<file path="src/jcs_pkg.sv">
// ----------------------------------------------------------------------------
// jcs_pkg : shared types and constants for the joystick calibrate/scale block
// Field widths, register indexes, modes, channel codes, sequencer states and
// the control structs that pass between the block's modules.
// ----------------------------------------------------------------------------
package jcs_pkg;

    localparam int DEF_NUM_CHANNELS = 4;
    localparam int DEF_SAMPLE_BITS  = 16;

    localparam int MODE_W     = 2;
    localparam int CHAN_W     = 2;
    localparam int SAMPLE_W   = 16;
    localparam int BTN_W      = 4;
    localparam int RANGE_W    = 12;
    localparam int TRIM_W     = 11;
    localparam int RES_W      = 16;
    localparam int QUO_BITS   = 17;   // enough to tell 32768 from anything above

    localparam int CFG_ADDR_W = 2;
    localparam int CFG_DATA_W = 12;

    localparam int S_TDATA_W  = 24;
    localparam int S_TUSER_W  = MODE_W + CHAN_W;
    localparam int M_TDATA_W  = 24;
    localparam int M_TUSER_W  = CHAN_W;
    localparam int M_PAD_W    = M_TDATA_W - RES_W - 2;

    localparam logic [RANGE_W-1:0] THROTTLE_RANGE_RST = 12'd1000;
    localparam logic [RANGE_W-1:0] AXIS_RANGE_RST     = 12'd500;

    localparam logic signed [TRIM_W-1:0] TRIM_MAX = 11'sh3FF;
    localparam logic signed [TRIM_W-1:0] TRIM_MIN = 11'sh400;

    localparam logic signed [RES_W-1:0] SAT_POS = 16'sh7FFF;
    localparam logic signed [RES_W-1:0] SAT_NEG = 16'sh8000;
    localparam logic [QUO_BITS-1:0] POS_LIMIT_MAG = 17'd32767;
    localparam logic [QUO_BITS-1:0] NEG_LIMIT_MAG = 17'd32768;

    localparam int BTN_PITCH_UP = 0;
    localparam int BTN_PITCH_DN = 1;
    localparam int BTN_ROLL_UP  = 2;
    localparam int BTN_ROLL_DN  = 3;

    typedef enum logic [MODE_W-1:0] {
        MODE_SAMPLE     = 2'd0,
        MODE_CLR_MINMAX = 2'd1,
        MODE_CLR_MID    = 2'd2
    } mode_t;

    typedef enum logic [CHAN_W-1:0] {
        CH_THROTTLE = 2'd0,
        CH_ROLL     = 2'd1,
        CH_PITCH    = 2'd2,
        CH_YAW      = 2'd3
    } chan_t;

    typedef enum logic [CFG_ADDR_W-1:0] {
        REG_MINMAX_EN      = 2'd0,
        REG_MID_EN         = 2'd1,
        REG_THROTTLE_RANGE = 2'd2,
        REG_AXIS_RANGE     = 2'd3
    } cfg_reg_t;

    typedef enum logic [2:0] {
        ST_IDLE,
        ST_CAL,
        ST_MUL,
        ST_DIV,
        ST_POST
    } state_t;

    // update request from the sequencer to the calibration store
    typedef struct packed {
        logic              upd;
        logic [MODE_W-1:0] mode;
        logic [CHAN_W-1:0] chan;
        logic [BTN_W-1:0]  buttons;
        logic              minmax_en;
        logic              mid_en;
    } cal_cmd_t;

    typedef struct packed {
        logic                     calibrated;
        logic signed [TRIM_W-1:0] roll_trim;
        logic signed [TRIM_W-1:0] pitch_trim;
    } cal_stat_t;

endpackage

</file>
<file path="src/jcs_div.sv">
// ----------------------------------------------------------------------------
// jcs_div : serial restoring divider
// One quotient bit per cycle. The dividend's upper part is checked against
// the divisor at load, so a quotient too wide for QUO_BITS is flagged.
// ----------------------------------------------------------------------------
module jcs_div #(
    parameter int SAMPLE_BITS = jcs_pkg::DEF_SAMPLE_BITS
) (
    input  logic                                      aclk,
    input  logic                                      aresetn,
    input  logic                                      start,
    input  logic [SAMPLE_BITS+jcs_pkg::RANGE_W-1:0]   dividend,
    input  logic [SAMPLE_BITS-1:0]                    divisor,
    output logic                                      done,
    output logic [jcs_pkg::QUO_BITS-1:0]              quotient,
    output logic                                      overflow
);
    localparam int PW    = SAMPLE_BITS + jcs_pkg::RANGE_W;
    localparam int QB    = jcs_pkg::QUO_BITS;
    localparam int CNT_W = $clog2(QB + 1);

    logic [SAMPLE_BITS-1:0] rem_reg, rem_next;
    logic [QB-1:0]          quo_reg, quo_next;
    logic [SAMPLE_BITS-1:0] dvs_reg, dvs_next;
    logic [CNT_W-1:0]       cnt_reg, cnt_next;
    logic                   busy_reg, busy_next;
    logic                   done_reg, done_next;
    logic                   ovf_reg, ovf_next;

    logic [SAMPLE_BITS-1:0] hi_ext;
    logic [SAMPLE_BITS:0]   shifted;
    logic [SAMPLE_BITS:0]   diff;
    logic                   ge;

    assign hi_ext  = SAMPLE_BITS'(dividend[PW-1:QB]);
    assign shifted = {rem_reg, quo_reg[QB-1]};
    assign diff    = shifted - {1'b0, dvs_reg};
    assign ge      = shifted >= {1'b0, dvs_reg};

    always_comb begin
        rem_next  = rem_reg;
        quo_next  = quo_reg;
        dvs_next  = dvs_reg;
        cnt_next  = cnt_reg;
        busy_next = busy_reg;
        ovf_next  = ovf_reg;
        done_next = 1'b0;
        if (start) begin
            rem_next  = hi_ext;
            quo_next  = dividend[QB-1:0];
            dvs_next  = divisor;
            ovf_next  = hi_ext >= divisor;
            cnt_next  = CNT_W'(QB);
            busy_next = 1'b1;
        end else if (busy_reg) begin
            rem_next = ge ? diff[SAMPLE_BITS-1:0] : shifted[SAMPLE_BITS-1:0];
            quo_next = {quo_reg[QB-2:0], ge};
            cnt_next = cnt_reg - 1'b1;
            if (cnt_reg == CNT_W'(1)) begin
                busy_next = 1'b0;
                done_next = 1'b1;
            end
        end
    end

    always_ff @(posedge aclk) begin
        if (!aresetn) begin
            cnt_reg  <= '0;
            busy_reg <= 1'b0;
            done_reg <= 1'b0;
        end else begin
            cnt_reg  <= cnt_next;
            busy_reg <= busy_next;
            done_reg <= done_next;
        end
        rem_reg <= rem_next;
        quo_reg <= quo_next;
        dvs_reg <= dvs_next;
        ovf_reg <= ovf_next;
    end

    assign done     = done_reg;
    assign quotient = quo_reg;
    assign overflow = ovf_reg;

endmodule

</file>
<file path="src/jcs_cal_store.sv">
// ----------------------------------------------------------------------------
// jcs_cal_store : per-channel calibration store, trims and button latch
// Tracks min, max and midpoint per channel, the sticky calibrated flag, and
// steps the roll/pitch trims on button release.
// ----------------------------------------------------------------------------
module jcs_cal_store #(
    parameter int NUM_CHANNELS = jcs_pkg::DEF_NUM_CHANNELS,
    parameter int SAMPLE_BITS  = jcs_pkg::DEF_SAMPLE_BITS
) (
    input  logic                    aclk,
    input  logic                    aresetn,
    input  jcs_pkg::cal_cmd_t       cmd,
    input  logic [SAMPLE_BITS-1:0]  sample,
    output logic [SAMPLE_BITS-1:0]  rd_min,
    output logic [SAMPLE_BITS-1:0]  rd_max,
    output logic [SAMPLE_BITS-1:0]  rd_mid,
    output jcs_pkg::cal_stat_t      stat
);
    localparam int IDX_W = $clog2(NUM_CHANNELS);
    localparam logic signed [jcs_pkg::TRIM_W-1:0] TRIM_ONE = 11'sd1;

    logic [SAMPLE_BITS-1:0] min_reg [NUM_CHANNELS];
    logic [SAMPLE_BITS-1:0] min_next[NUM_CHANNELS];
    logic [SAMPLE_BITS-1:0] max_reg [NUM_CHANNELS];
    logic [SAMPLE_BITS-1:0] max_next[NUM_CHANNELS];
    logic [SAMPLE_BITS-1:0] mid_reg [NUM_CHANNELS];
    logic [SAMPLE_BITS-1:0] mid_next[NUM_CHANNELS];

    logic                              cal_reg, cal_next;
    logic signed [jcs_pkg::TRIM_W-1:0] roll_reg, roll_next;
    logic signed [jcs_pkg::TRIM_W-1:0] pitch_reg, pitch_next;
    logic [jcs_pkg::BTN_W-1:0]         latch_reg, latch_next;
    logic [jcs_pkg::BTN_W-1:0]         fire;
    logic [IDX_W-1:0]                  idx;

    function automatic logic signed [jcs_pkg::TRIM_W-1:0] trim_up(
        input logic signed [jcs_pkg::TRIM_W-1:0] t
    );
        return (t != jcs_pkg::TRIM_MAX) ? t + TRIM_ONE : t;
    endfunction

    function automatic logic signed [jcs_pkg::TRIM_W-1:0] trim_dn(
        input logic signed [jcs_pkg::TRIM_W-1:0] t
    );
        return (t != jcs_pkg::TRIM_MIN) ? t - TRIM_ONE : t;
    endfunction

    assign idx  = IDX_W'(cmd.chan);
    assign fire = latch_reg & ~cmd.buttons;

    always_comb begin
        min_next   = min_reg;
        max_next   = max_reg;
        mid_next   = mid_reg;
        cal_next   = cal_reg;
        roll_next  = roll_reg;
        pitch_next = pitch_reg;
        latch_next = latch_reg;
        if (cmd.upd) begin
            unique case (cmd.mode)
                jcs_pkg::MODE_SAMPLE: begin
                    if (cmd.minmax_en) begin
                        if (max_reg[idx] < sample) max_next[idx] = sample;
                        if (min_reg[idx] > sample) min_next[idx] = sample;
                    end
                    if (cmd.mid_en) mid_next[idx] = sample;
                    if (mid_next[0] != '0 && max_next[0] != '0) cal_next = 1'b1;
                    // steps applied in order: up then down, each saturating
                    if (fire[jcs_pkg::BTN_PITCH_UP]) pitch_next = trim_up(pitch_next);
                    if (fire[jcs_pkg::BTN_PITCH_DN]) pitch_next = trim_dn(pitch_next);
                    if (fire[jcs_pkg::BTN_ROLL_UP])  roll_next  = trim_up(roll_next);
                    if (fire[jcs_pkg::BTN_ROLL_DN])  roll_next  = trim_dn(roll_next);
                    latch_next = cmd.buttons;
                end
                jcs_pkg::MODE_CLR_MINMAX: begin
                    for (int i = 0; i < NUM_CHANNELS; i++) begin
                        min_next[i] = '1;
                        max_next[i] = '0;
                    end
                end
                jcs_pkg::MODE_CLR_MID: begin
                    for (int i = 0; i < NUM_CHANNELS; i++) mid_next[i] = '0;
                end
                default: begin
                end
            endcase
        end
    end

    always_ff @(posedge aclk) begin
        if (!aresetn) begin
            for (int i = 0; i < NUM_CHANNELS; i++) begin
                min_reg[i] <= '1;
                max_reg[i] <= '0;
                mid_reg[i] <= '0;
            end
            cal_reg   <= 1'b0;
            roll_reg  <= '0;
            pitch_reg <= '0;
            latch_reg <= '0;
        end else begin
            min_reg   <= min_next;
            max_reg   <= max_next;
            mid_reg   <= mid_next;
            cal_reg   <= cal_next;
            roll_reg  <= roll_next;
            pitch_reg <= pitch_next;
            latch_reg <= latch_next;
        end
    end

    assign rd_min          = min_reg[idx];
    assign rd_max          = max_reg[idx];
    assign rd_mid          = mid_reg[idx];
    assign stat.calibrated = cal_reg;
    assign stat.roll_trim  = roll_reg;
    assign stat.pitch_trim = pitch_reg;

endmodule

</file>
<file path="src/joystick_calibrate_and_scale.sv">
// ----------------------------------------------------------------------------
// joystick_calibrate_and_scale : joystick axis calibration and scaling
// Sequence: an accepted item steps through ST_CAL, ST_MUL, ST_DIV and ST_POST;
//   reset modes and uncalibrated or zero-span samples skip ST_DIV.
// Flow: one item at a time, a new one only in ST_IDLE; the 17-step serial
//   divider takes longest. A waiting result does not block acceptance of the next item.
// Reset: aresetn (sync, low) resets the calibration store, trims and control registers.
// ----------------------------------------------------------------------------
module joystick_calibrate_and_scale #(
    parameter int NUM_CHANNELS = jcs_pkg::DEF_NUM_CHANNELS,
    parameter int SAMPLE_BITS  = jcs_pkg::DEF_SAMPLE_BITS
) (
    input  logic                              aclk,
    input  logic                              aresetn,
    // configuration
    input  logic                              cfg_we,
    input  logic [jcs_pkg::CFG_ADDR_W-1:0]    cfg_addr,
    input  logic [jcs_pkg::CFG_DATA_W-1:0]    cfg_wdata,
    // input items
    input  logic                              s_axis_tvalid,
    output logic                              s_axis_tready,
    input  logic [jcs_pkg::S_TDATA_W-1:0]     s_axis_tdata,  // sample[15:0], buttons_pressed[19:16]
    input  logic [jcs_pkg::S_TUSER_W-1:0]     s_axis_tuser,  // mode[1:0], channel[3:2]
    // result items
    output logic                              m_axis_tvalid,
    input  logic                              m_axis_tready,
    output logic [jcs_pkg::M_TDATA_W-1:0]     m_axis_tdata,  // scaled_value[15:0], divide_by_zero[16], cal_done[17]
    output logic [jcs_pkg::M_TUSER_W-1:0]     m_axis_tuser   // out_channel[1:0]
);
    localparam int SB = SAMPLE_BITS;
    localparam int PW = SAMPLE_BITS + jcs_pkg::RANGE_W;
    localparam int QB = jcs_pkg::QUO_BITS;
    localparam int RW = jcs_pkg::RES_W;

    jcs_pkg::state_t state_reg, state_next;

    // configuration registers
    logic                        minmax_en_reg, minmax_en_next;
    logic                        mid_en_reg, mid_en_next;
    logic [jcs_pkg::RANGE_W-1:0] thr_range_reg, thr_range_next;
    logic [jcs_pkg::RANGE_W-1:0] axis_range_reg, axis_range_next;

    // item under work
    logic [jcs_pkg::MODE_W-1:0] mode_reg, mode_next;
    logic [jcs_pkg::CHAN_W-1:0] chan_reg, chan_next;
    logic [SB-1:0]              smp_reg, smp_next;
    logic [jcs_pkg::BTN_W-1:0]  btn_reg, btn_next;
    logic [PW-1:0]              prod_reg, prod_next;
    logic [SB-1:0]              dmag_reg, dmag_next;
    logic                       neg_reg, neg_next;
    logic signed [RW-1:0]       res_reg, res_next;
    logic                       dz_reg, dz_next;

    // output register
    logic                       m_valid_reg, m_valid_next;
    logic [jcs_pkg::CHAN_W-1:0] out_chan_reg, out_chan_next;
    logic signed [RW-1:0]       out_val_reg, out_val_next;
    logic                       out_dz_reg, out_dz_next;
    logic                       out_done_reg, out_done_next;

    jcs_pkg::cal_cmd_t  cmd;
    jcs_pkg::cal_stat_t stat;
    logic [SB-1:0]      rd_min, rd_max, rd_mid;

    logic          div_start, div_done, div_ovf;
    logic [QB-1:0] div_q;

    // scaling terms
    logic signed [SB:0]           sv, mn_s, mx_s, md_s, num, den, num_abs, den_abs;
    logic                         above_mid;
    logic [jcs_pkg::RANGE_W-1:0]  scale;
    logic [PW-1:0]                prod;
    logic signed [RW-1:0]         sat_val;

    // trim and clamp terms
    logic signed [RW:0]           trim_ext, sum, sum_abs, lim_ext, clamped, negated;
    logic signed [jcs_pkg::TRIM_W-1:0] trim_sel;
    logic                         use_trim;
    logic signed [RW-1:0]         post_val;
    logic                         out_load;

    jcs_cal_store #(
        .NUM_CHANNELS (NUM_CHANNELS),
        .SAMPLE_BITS  (SAMPLE_BITS)
    ) u_store (
        .aclk    (aclk),
        .aresetn (aresetn),
        .cmd     (cmd),
        .sample  (smp_reg),
        .rd_min  (rd_min),
        .rd_max  (rd_max),
        .rd_mid  (rd_mid),
        .stat    (stat)
    );

    jcs_div #(
        .SAMPLE_BITS (SAMPLE_BITS)
    ) u_div (
        .aclk     (aclk),
        .aresetn  (aresetn),
        .start    (div_start),
        .dividend (prod_reg),
        .divisor  (dmag_reg),
        .done     (div_done),
        .quotient (div_q),
        .overflow (div_ovf)
    );

    assign cmd.upd       = (state_reg == jcs_pkg::ST_CAL);
    assign cmd.mode      = mode_reg;
    assign cmd.chan      = chan_reg;
    assign cmd.buttons   = btn_reg;
    assign cmd.minmax_en = minmax_en_reg;
    assign cmd.mid_en    = mid_en_reg;

    // span and numerator from the freshly updated store
    always_comb begin
        sv        = $signed({1'b0, smp_reg});
        mn_s      = $signed({1'b0, rd_min});
        mx_s      = $signed({1'b0, rd_max});
        md_s      = $signed({1'b0, rd_mid});
        above_mid = sv > md_s;
        if (chan_reg == jcs_pkg::CH_THROTTLE) begin
            num   = sv - mn_s;
            den   = mx_s - mn_s;
            scale = thr_range_reg;
        end else begin
            num   = sv - md_s;
            den   = above_mid ? (mx_s - md_s) : (md_s - mn_s);
            scale = axis_range_reg;
        end
        num_abs = num[SB] ? -num : num;
        den_abs = den[SB] ? -den : den;
    end

    assign prod = PW'(num_abs[SB-1:0]) * PW'(scale);

    // saturate the quotient magnitude to a signed 16-bit result
    always_comb begin
        if (neg_reg) begin
            if (div_ovf || div_q > jcs_pkg::NEG_LIMIT_MAG) sat_val = jcs_pkg::SAT_NEG;
            else                                           sat_val = RW'(-div_q);
        end else begin
            if (div_ovf || div_q > jcs_pkg::POS_LIMIT_MAG) sat_val = jcs_pkg::SAT_POS;
            else                                           sat_val = RW'(div_q);
        end
    end

    // roll and pitch in sample mode: add trim, clamp to +/- axis range, negate
    always_comb begin
        use_trim = (mode_reg == jcs_pkg::MODE_SAMPLE) &&
                   (chan_reg == jcs_pkg::CH_ROLL || chan_reg == jcs_pkg::CH_PITCH);
        trim_sel = (chan_reg == jcs_pkg::CH_ROLL) ? stat.roll_trim : stat.pitch_trim;
        trim_ext = (RW+1)'(trim_sel);
        sum      = trim_ext + (RW+1)'(res_reg);
        sum_abs  = sum[RW] ? -sum : sum;
        lim_ext  = $signed({{(RW+1-jcs_pkg::RANGE_W){1'b0}}, axis_range_reg});
        if (sum_abs > lim_ext) clamped = sum[RW] ? -lim_ext : lim_ext;
        else                   clamped = sum;
        negated  = -clamped;
        post_val = use_trim ? negated[RW-1:0] : res_reg;
    end

    assign out_load = (state_reg == jcs_pkg::ST_POST) && (!m_valid_reg || m_axis_tready);

    always_comb begin
        state_next      = state_reg;
        minmax_en_next  = minmax_en_reg;
        mid_en_next     = mid_en_reg;
        thr_range_next  = thr_range_reg;
        axis_range_next = axis_range_reg;
        mode_next       = mode_reg;
        chan_next       = chan_reg;
        smp_next        = smp_reg;
        btn_next        = btn_reg;
        prod_next       = prod_reg;
        dmag_next       = dmag_reg;
        neg_next        = neg_reg;
        res_next        = res_reg;
        dz_next         = dz_reg;
        m_valid_next    = m_valid_reg;
        out_chan_next   = out_chan_reg;
        out_val_next    = out_val_reg;
        out_dz_next     = out_dz_reg;
        out_done_next   = out_done_reg;

        if (cfg_we) begin
            unique case (cfg_addr)
                jcs_pkg::REG_MINMAX_EN:      minmax_en_next  = cfg_wdata[0];
                jcs_pkg::REG_MID_EN:         mid_en_next     = cfg_wdata[0];
                jcs_pkg::REG_THROTTLE_RANGE: thr_range_next  = cfg_wdata;
                jcs_pkg::REG_AXIS_RANGE:     axis_range_next = cfg_wdata;
                default: begin
                end
            endcase
        end

        if (m_valid_reg && m_axis_tready) m_valid_next = 1'b0;

        unique case (state_reg)
            jcs_pkg::ST_IDLE: begin
                if (s_axis_tvalid) begin
                    mode_next  = s_axis_tuser[jcs_pkg::MODE_W-1:0];
                    chan_next  = s_axis_tuser[jcs_pkg::S_TUSER_W-1:jcs_pkg::MODE_W];
                    smp_next   = s_axis_tdata[SB-1:0];
                    btn_next   = s_axis_tdata[jcs_pkg::SAMPLE_W +: jcs_pkg::BTN_W];
                    state_next = jcs_pkg::ST_CAL;
                end
            end
            jcs_pkg::ST_CAL: begin
                state_next = jcs_pkg::ST_MUL;
            end
            jcs_pkg::ST_MUL: begin
                res_next = '0;
                dz_next  = 1'b0;
                if (mode_reg != jcs_pkg::MODE_SAMPLE || !stat.calibrated) begin
                    state_next = jcs_pkg::ST_POST;
                end else if (den == '0) begin
                    dz_next    = 1'b1;
                    state_next = jcs_pkg::ST_POST;
                end else begin
                    prod_next  = prod;
                    dmag_next  = den_abs[SB-1:0];
                    neg_next   = num[SB] ^ den[SB];
                    state_next = jcs_pkg::ST_DIV;
                end
            end
            jcs_pkg::ST_DIV: begin
                // the divider loads in the cycle after the product is registered
                if (div_done) begin
                    res_next   = sat_val;
                    state_next = jcs_pkg::ST_POST;
                end
            end
            jcs_pkg::ST_POST: begin
                if (out_load) begin
                    m_valid_next  = 1'b1;
                    out_chan_next = chan_reg;
                    out_val_next  = post_val;
                    out_dz_next   = dz_reg;
                    out_done_next = stat.calibrated;
                    state_next    = jcs_pkg::ST_IDLE;
                end
            end
            default: begin
                state_next = jcs_pkg::ST_IDLE;
            end
        endcase
    end

    // start pulse, registered on entering the divide state
    logic div_pend_reg, div_pend_next;
    assign div_pend_next = (state_reg == jcs_pkg::ST_MUL) && (state_next == jcs_pkg::ST_DIV);

    always_ff @(posedge aclk) begin
        if (!aresetn) begin
            state_reg      <= jcs_pkg::ST_IDLE;
            minmax_en_reg  <= 1'b0;
            mid_en_reg     <= 1'b0;
            thr_range_reg  <= jcs_pkg::THROTTLE_RANGE_RST;
            axis_range_reg <= jcs_pkg::AXIS_RANGE_RST;
            m_valid_reg    <= 1'b0;
            div_pend_reg   <= 1'b0;
        end else begin
            state_reg      <= state_next;
            minmax_en_reg  <= minmax_en_next;
            mid_en_reg     <= mid_en_next;
            thr_range_reg  <= thr_range_next;
            axis_range_reg <= axis_range_next;
            m_valid_reg    <= m_valid_next;
            div_pend_reg   <= div_pend_next;
        end
        mode_reg     <= mode_next;
        chan_reg     <= chan_next;
        smp_reg      <= smp_next;
        btn_reg      <= btn_next;
        prod_reg     <= prod_next;
        dmag_reg     <= dmag_next;
        neg_reg      <= neg_next;
        res_reg      <= res_next;
        dz_reg       <= dz_next;
        out_chan_reg <= out_chan_next;
        out_val_reg  <= out_val_next;
        out_dz_reg   <= out_dz_next;
        out_done_reg <= out_done_next;
    end

    always_comb begin
        div_start = div_pend_reg;
    end

    assign s_axis_tready = (state_reg == jcs_pkg::ST_IDLE);
    assign m_axis_tvalid = m_valid_reg;
    assign m_axis_tdata  = {{jcs_pkg::M_PAD_W{1'b0}}, out_done_reg, out_dz_reg, out_val_reg};
    assign m_axis_tuser  = out_chan_reg;

endmodule

</file>
<file path="config.mk">
export PLATFORM = sky130hd
export DESIGN_NAME = joystick_calibrate_and_scale
export DESIGN_NICKNAME = d
export VERILOG_FILES = /design/src/jcs_pkg.sv /design/src/jcs_div.sv /design/src/jcs_cal_store.sv /design/src/joystick_calibrate_and_scale.sv
export SDC_FILE = /design/constraint.sdc
export NUM_CORES = 2
export LEC_CHECK = 0
export ABC_AREA = 1
export BUFFER_PORTS_ARGS = -buffer_cell sky130_fd_sc_hd__buf_2
export CAP_MARGIN = 20
export CELL_PAD_IN_SITES_DETAIL_PLACEMENT = 0
export CELL_PAD_IN_SITES_GLOBAL_PLACEMENT = 1
export CORE_ASPECT_RATIO = 0.6
export CORE_MARGIN = 5
export CORE_UTILIZATION = 48
export CTS_CLUSTER_DIAMETER = 200
export DETAILED_ROUTE_END_ITERATION = 10
export GPL_TIMING_DRIVEN = 0
export PLACE_DENSITY_LB_ADDON = 0.12
export SLEW_MARGIN = 20
export SYNTH_ARGS = -nofsm -noshare
export SYNTH_HDL_FRONTEND = slang
export SYNTH_SLANG_ARGS = --single-unit
</file>
<file path="constraint.sdc">
create_clock -name aclk -period 9.93 [get_ports aclk]
set_input_delay 0 -clock aclk [delete_from_list [all_inputs] [get_ports aclk]]
set_output_delay 0 -clock aclk [all_outputs]
set_load 0.03 [all_outputs]
</file>
## After elaboration in Yosys (flattened, before gate mapping)

Index checks and enable logic that the tools add are counted.

| cells by class | value |
|---|---|
| add/sub/neg operators | 18 |
| multiply operators | 1 |
| div/mod/pow operators | 0 |
| magnitude comparators | 10 |
| equality and inequality tests | 23 |
| shift-type cells | 0 |
| mux-type cells | 75 |
| bitwise logic cells | 8 |
| reductions and logical operators | 42 |

Operator list:

| kind | number |
|---|---|
| two-way mux 64 bit | 9 |
| one-hot mux 64 bit (2 select lines) | 3 |
| two-way mux 16 bit | 17 |
| bitwise mux 64 bit | 3 |
| two-way mux 11 bit | 15 |
| two-way mux 17 bit | 6 |
| binary-select mux 16 bit (select 2 bit) | 3 |
| subtractor 16 x 16 -> 17 bit | 5 |
| negator 16 bit | 4 |
| inequality test 11 bit, second input constant | 4 |
| demux 16 bit (select 2 bit) | 1 |
| > comparator 16 bit | 2 |
| one-hot mux 16 bit (2 select lines) | 1 |
| nonzero test 16 bit | 2 |
| multiplier 16 x 12 -> 28 bit | 1 |
| adder 11 x 2 -> 11 bit, second input constant | 2 |
| subtractor 11 x 2 -> 11 bit, second input constant | 2 |
| AND reduction 2 bit | 10 |
| adder 11 x 16 -> 17 bit | 1 |
| greater-or-equal comparator 17 x 16 -> 1 bit | 1 |
| > comparator 17 x 13 -> 1 bit | 1 |
| > comparator 17 x 15 -> 1 bit, second input constant | 1 |
| > comparator 17 x 16 -> 1 bit, second input constant | 1 |
| logical NOT 17 bit | 1 |
| other kinds (38) | 81 |

| storage, ports and cells | value |
|---|---|
| register bits | 413 |
| latch bits | 0 |
| memory bits (writable) | 0 |
| ROM bits | 0 |
| bits of input ports | 47 |
| output and inout port bits | 28 |
| word-level logic and storage cells | 222 |
| memories | 0 |

## Logic depth before layout (Yosys ltp)

| depth | value |
|---|---|
| depth after elaboration | 13 |
| gate-level depth with buffers | 54 |

## Hierarchy

A second synthesis with hierarchy kept.

| unflattened totals | value |
|---|---|
| cell total of the unflattened synthesis | 4919 |
| area total of the unflattened synthesis | 34971.0 um2 |

By module, submodules not included:

| module | instances | cells an instance | area each (um2) | seq. area each (um2) |
|---|---|---|---|---|
| joystick_calibrate_and_scale | 1 | 2608 | 18931.9 | 3803.6 |
| jcs_cal_store | 1 | 1807 | 12071.6 | 4384.2 |
| jcs_div | 1 | 504 | 3967.6 | 1591.5 |

## Worst setup path after synthesis

OpenSTA, ideal clock, no wires.

| path | value |
|---|---|
| path kind | register to register |
| from | reg chan_reg[1] in the netlist's numbering |
| to | reg prod_reg[27] (data pin) |
| setup time | 0.276 ns |
| arrival time | 8.325 ns |
| required time | 9.654 ns |
| setup slack | 1.329 ns |
| stages on the path, launching flop included | 42 |
| cells stage by stage | edfxtp_1 -> clkbuf_1 -> inv_2 -> clkbuf_1 -> clkbuf_1 -> o21ai_0 -> o22ai_1 -> ha_1 -> inv_1 -> fa_1 -> nand3_1 -> nand2_1 -> a21oi_1 -> o21ai_0 -> nand2_1 -> nand2_1 -> a21oi_1 -> o21ai_0 -> [... 6 more ...] -> inv_2 -> nand2_1 -> fa_1 -> inv_1 -> fa_1 -> inv_1 -> fa_1 -> fa_1 -> fa_1 -> inv_1 -> ha_1 -> nand3_1 -> o221ai_1 -> a21oi_1 -> o21ai_0 -> a21oi_1 -> o311ai_0 -> xor2_1 |

| between the ends | value |
|---|---|
| longest elaborated chain between the ends | 9 |
| elaborated cells between the ends (all ways) | 15 |
| classes of those cells | add/sub (3); mul (1); mux (9); bitwise (1); reduce/logical (1) |

Ends and longest elaborated chain:

| item | line | text |
|---|---|---|
| start, declared | joystick_calibrate_and_scale.sv:45 | `logic [jcs_pkg::CHAN_W-1:0] chan_reg, chan_next;` |
| start signal, assigned | joystick_calibrate_and_scale.sv:274 | `chan_reg <= chan_next;` |
| NOT 2 -> 3 bit (implied by the code) | jcs_cal_store.sv:112, jcs_cal_store.sv:114 |  |
| binary-select mux 16 bit (select 2 bit), on equally long branches | jcs_cal_store.sv:114, jcs_cal_store.sv:112 |  |
| two-way mux 16 bit, on equally long branches (2 in series) | jcs_cal_store.sv:114, jcs_cal_store.sv:112 |  |
| subtractor 16 x 16 -> 17 bit, on equally long branches | joystick_calibrate_and_scale.sv:128, joystick_calibrate_and_scale.sv:124 |  |
| two-way mux 17 bit | joystick_calibrate_and_scale.sv:123 | `if (chan_reg == jcs_pkg::CH_THROTTLE) begin` |
| negator 16 bit | joystick_calibrate_and_scale.sv:132 | `num_abs = num[SB] ? -num : num;` |
| two-way mux 16 bit | joystick_calibrate_and_scale.sv:132 |  |
| multiplier 16 x 12 -> 28 bit (*) | joystick_calibrate_and_scale.sv:136 | `assign prod = PW'(num_abs[SB-1:0]) * PW'(scale);` |
| named net prod[27] | joystick_calibrate_and_scale.sv:72 | `logic [PW-1:0] prod;` |
| end signal, assigned | joystick_calibrate_and_scale.sv:277 | `prod_reg <= prod_next;` |
| end, declared | joystick_calibrate_and_scale.sv:48 | `logic [PW-1:0] prod_reg, prod_next;` |

Mark *: on every way through the listed nets, which the timed path passes. The rest lies on a longest branch. The select of a mux whose other input is x is not followed.
A chain may end at the register's enable or synchronous reset.

## Final worst setup path

| path | value |
|---|---|
| from | reg chan_reg[0] in the netlist's numbering |
| to | reg prod_reg[27] (data pin) |

Same word-level chain as after synthesis.

==> implementation parameters <==
Parameter                              Value

Status
  Run status    finished, final reports clean

Power and ir drop
  Clock power share    approximately an eighth
  Fraction of power consumed by sequential logic    between 15 and 20%
  Worst VDD drop    0.850 mV
  Net Switching    6.51 mW
  Tot Pwr    13.4 mW
  Logic gate share of total power    69.8%
  Power density relative to cell area    359 nW/um2
  Static leakage    between 15 and 20 nW
  Net switching share of the total power    48.5%
  Internal power    6.92 mW

Drt
  Post-detailed-route wirelength per cell    21.3 um
  Drt first-iter violations    between 3k and 4k
  Ratio of routed vias to standard cells    ~5.6
  Drt drc    0
  First drt pass iteration count    6
  Antenna Nets Post-Route    0
  Via count of the routed design    32.3k
  Post-Route WL    124000 um

Floorplan
  Core area    68400 um2
  Chip Height    214 um
  Die Footprint    75000 um2
  I/O pins    75
  Placement Rows    74
  Die X-Extent    350 um
  Initial core utilization    48.8%

STA
  Transition at the pin with the smallest max-transition slack    between 1 and 1.5 ns
  Worst hold slack    0.0987 ns
  Hold Violations, Final    0
  Post-layout worst setup margin    between 0.4 and 0.5 ns
  Setup violators final    0
  Upper clock frequency limit    between 100 and 150 MHz
  Min cycle time layout    9.47 ns
  Post-route fraction of the period consumed by the critical path    95.4%
  Slew margin rel.    12.5%
  Fin. max-slew vios    0
  Sum of negative setup slack    0 ns
  Post-Route Skew    0.0495 ns

Placement
  Detailed placer's ending HPWL    101000 um
  Placed cell area    34900 um2
  Final RePlAce weighted congestion    approximately 1.1
  Count of input and output buffers    63
  Total instance count after detailed placement    5663
  Dpl ws    -1.49 ns

Setup path
  CP dominant cell by count    fa_1
  Crit Path Category    flop to flop
  Kind of end point of the critical path    flop
  Slowest Stage Delay on Critical Path    0.55 ns
  Capture point of the worst path    prod_reg[27]$_DFFE_PP_
  Launching element type of the critical path    flop
  Startpoint of the most critical setup path    chan_reg[0]$_DFFE_PP_
  Required time of the critical path    10.24 ns
  Cell with the biggest individual delay on the critical path    fa_1
  Cell depth of the worst flop-to-flop path    41
  Critical path fanouts, max    10
  Arrival time reported for the critical path endpoint    9.78 ns
  Slack of the worst reg-to-reg path    0.46 ns
  Terminus of the critical flop-to-flop path    prod_reg[27]$_DFFE_PP_
  Beginning of the worst register-to-register path    chan_reg[0]$_DFFE_PP_

Global route
  First-pass GRT wire length    about 180000 um
  Total GRT Usage    32.2%
  Vias in the first global route    28.9k
  Largest net degree at the start of global routing    30
  Overflow after GRT    0
  Antenna violations before repair    6

Synthesis
  Library cell with the largest summed area after synthesis    dfxtp_1
  Post-Synthesis Cell Area    about 33000 um2
  Avg Inst Size Synth    7.14 um2
  Total number of yosys warnings    0
  Number of cells produced by synthesis    4673
  Number of enable-type register cells in the synthesized netlist    151
  Fraction of synthesized cell area taken by the top area cell type    15.7%
  Number of distinct standard cells referenced by the synthesized netlist    67
  Share of flip-flops with an asynchronous set or reset    0%
  Proportion of synthesized chip area in sequential cells    29.3%
  Top cells by count, synth    1242 x nand2_1, 625 x inv_1, 381 x a21oi_1, 332 x nor2_1, 305 x nand3_1
  Dominant synthesized flop cell    dfxtp_1
  Number of flip-flops and latches in the synthesized netlist    413
  Most used standard cell by instance count after synthesis    nand2_1
  Leading cell types by total area after synthesis    dfxtp_1 16%, nand2_1 14%, edfxtp_1 14%

CTS
  Num CTS Buffers    43
  Source-to-sink clock delay at the later pin of the worst-skew pair    just over 0.6 ns
  Clock tree from TritonCTS    built
  Number of buffers between clock root and the deepest sink    3
  Post-CTS clock slew at the launch and capture registers of the worst setup and hold paths    about 0.070 ns
  TritonCTS sink count    413
  Root buffer cell    clkbuf_16
  Clock H-tree levels    2

Cells and area
  Final instance count without filler cells    just under 6k
  Area grow syn2layout    12.2%
  Final instance area    37400 um2
  Nets@finish    5291
  Ratio of cells with drive above 1 in the final layout    between 7 and 8%
  Core occupancy in the finished layout    54.7%
  Filler cell count in the final layout    6867

Job
  Max Cap Viol    0

Min path
  Classification of the worst-slack hold path    primary input to flop
critical path: cells and delay by family, from the launching register on:
kind	cells	cell delay [ns]
buffers and inverters	9	1.41
adder cells (fa/ha/maj)	8	3.54
AO/OA/AOI/OAI	12	2.28
AND/OR/NAND/NOR	10	1.16
XOR/XNOR	2	0.30
flip-flops	1	0.43
per-layer routing:
metal / wire [um] / part of all wire [%] / up-vias / track usage (%)
li1: - / - / 15595 / -
met1: 62500 / 50 / 15071 / 53.0
met2: 42700 / 34 / 1515 / 38.4
met3: 16800 / 14 / 81 / 12.9
met4: 1300 / 1.0 / 8 / 4.15
met5: 749 / 0.60 / - / 4.78
cell type report:
class | count | area [um2] | area share, %
repair buffers | 140 | 1080 | 2.88
well taps | 912 | 1140 | 3.05
diodes | 3 | 7.51 | 0.0201
flip-flops and latches | 413 | 9780 | 26.1
multi-input cells | 3437 | 20700 | 55.2
clock buffers | 54 | 1180 | 3.15
inverters | 649 | 2460 | 6.58
plain buffers | 179 | 832 | 2.22
clock inverters | 24 | 274 | 0.732
layout by cell type, fill, tap and decap left out, types with 38 or more instances in the layout:
cell type and count:
edfxtp_1 151, clkbuf_16 45, nand2_1 1236, dlygate4sd3_1 47
nand3_1 305, a21oi_1 375, nor2_1 332, clkbuf_1 127
buf_2 75, ha_1 233, fa_1 147, dfxtp_1 262
inv_1 614, o21ai_0 287, xor2_1 102, nor3_1 38
xnor2_1 40
logic make-up (layout without fill, tap and decap cells):
family | count (synthesis) | in the layout | share of synthesized area (%)
muxes | 2 | 2 | 0.0600
other | 1 | 9 | 0.0112
adders and majority gates | 381 | 381 | 17.6
and+or+nand+nor | 2048 | 2048 | 25.5
DFF | 413 | 413 | 29.3
buffers and inverters | 828 | 1046 | 9.53
xor gates and xnor gates | 145 | 145 | 3.85
AOI/OAI and AO/OA | 855 | 855 | 14.1
worst min path at each step:
stage,depth (start not counted),start,to,slack (ns)
floorplan,0,s_axis_tdata[16],btn_reg[0]$_DFFE_PP_,0.1
detailed placement,1,s_axis_tdata[6],smp_reg[6]$_DFFE_PP_,0.18
finish,2,s_axis_tdata[15],smp_reg[15]$_DFFE_PP_,0.1
CTS,2,s_axis_tdata[19],btn_reg[3]$_DFFE_PP_,0.07
global placement,1,s_axis_tdata[12],smp_reg[12]$_DFFE_PP_,0.18
global route,2,s_axis_tuser[1],mode_reg[1]$_DFFE_PP_,0.10
repair_timing:
action,in CTS,in global routing
gates resized for setup,63,83
setup endpoints to repair,15,11
pin swaps,2,6
endpoints found under the hold margin,53,0
gates cloned,0,0
hold buffers,47,0
buffers inserted,3,16
power groups by stage:
stage                     Sequential (mW)  Clock (mW)  Combinational, mW
after floorplan                      2.36           0               6.68
after global placement               2.39           0               8.87
after detailed placement             2.39           0               8.96
after CTS                            2.35        1.73               9.14
after global routing                 2.36        1.80               10.6
final                                2.36        1.70               9.37
No activity file was read; power rests on OpenSTA's default activity.
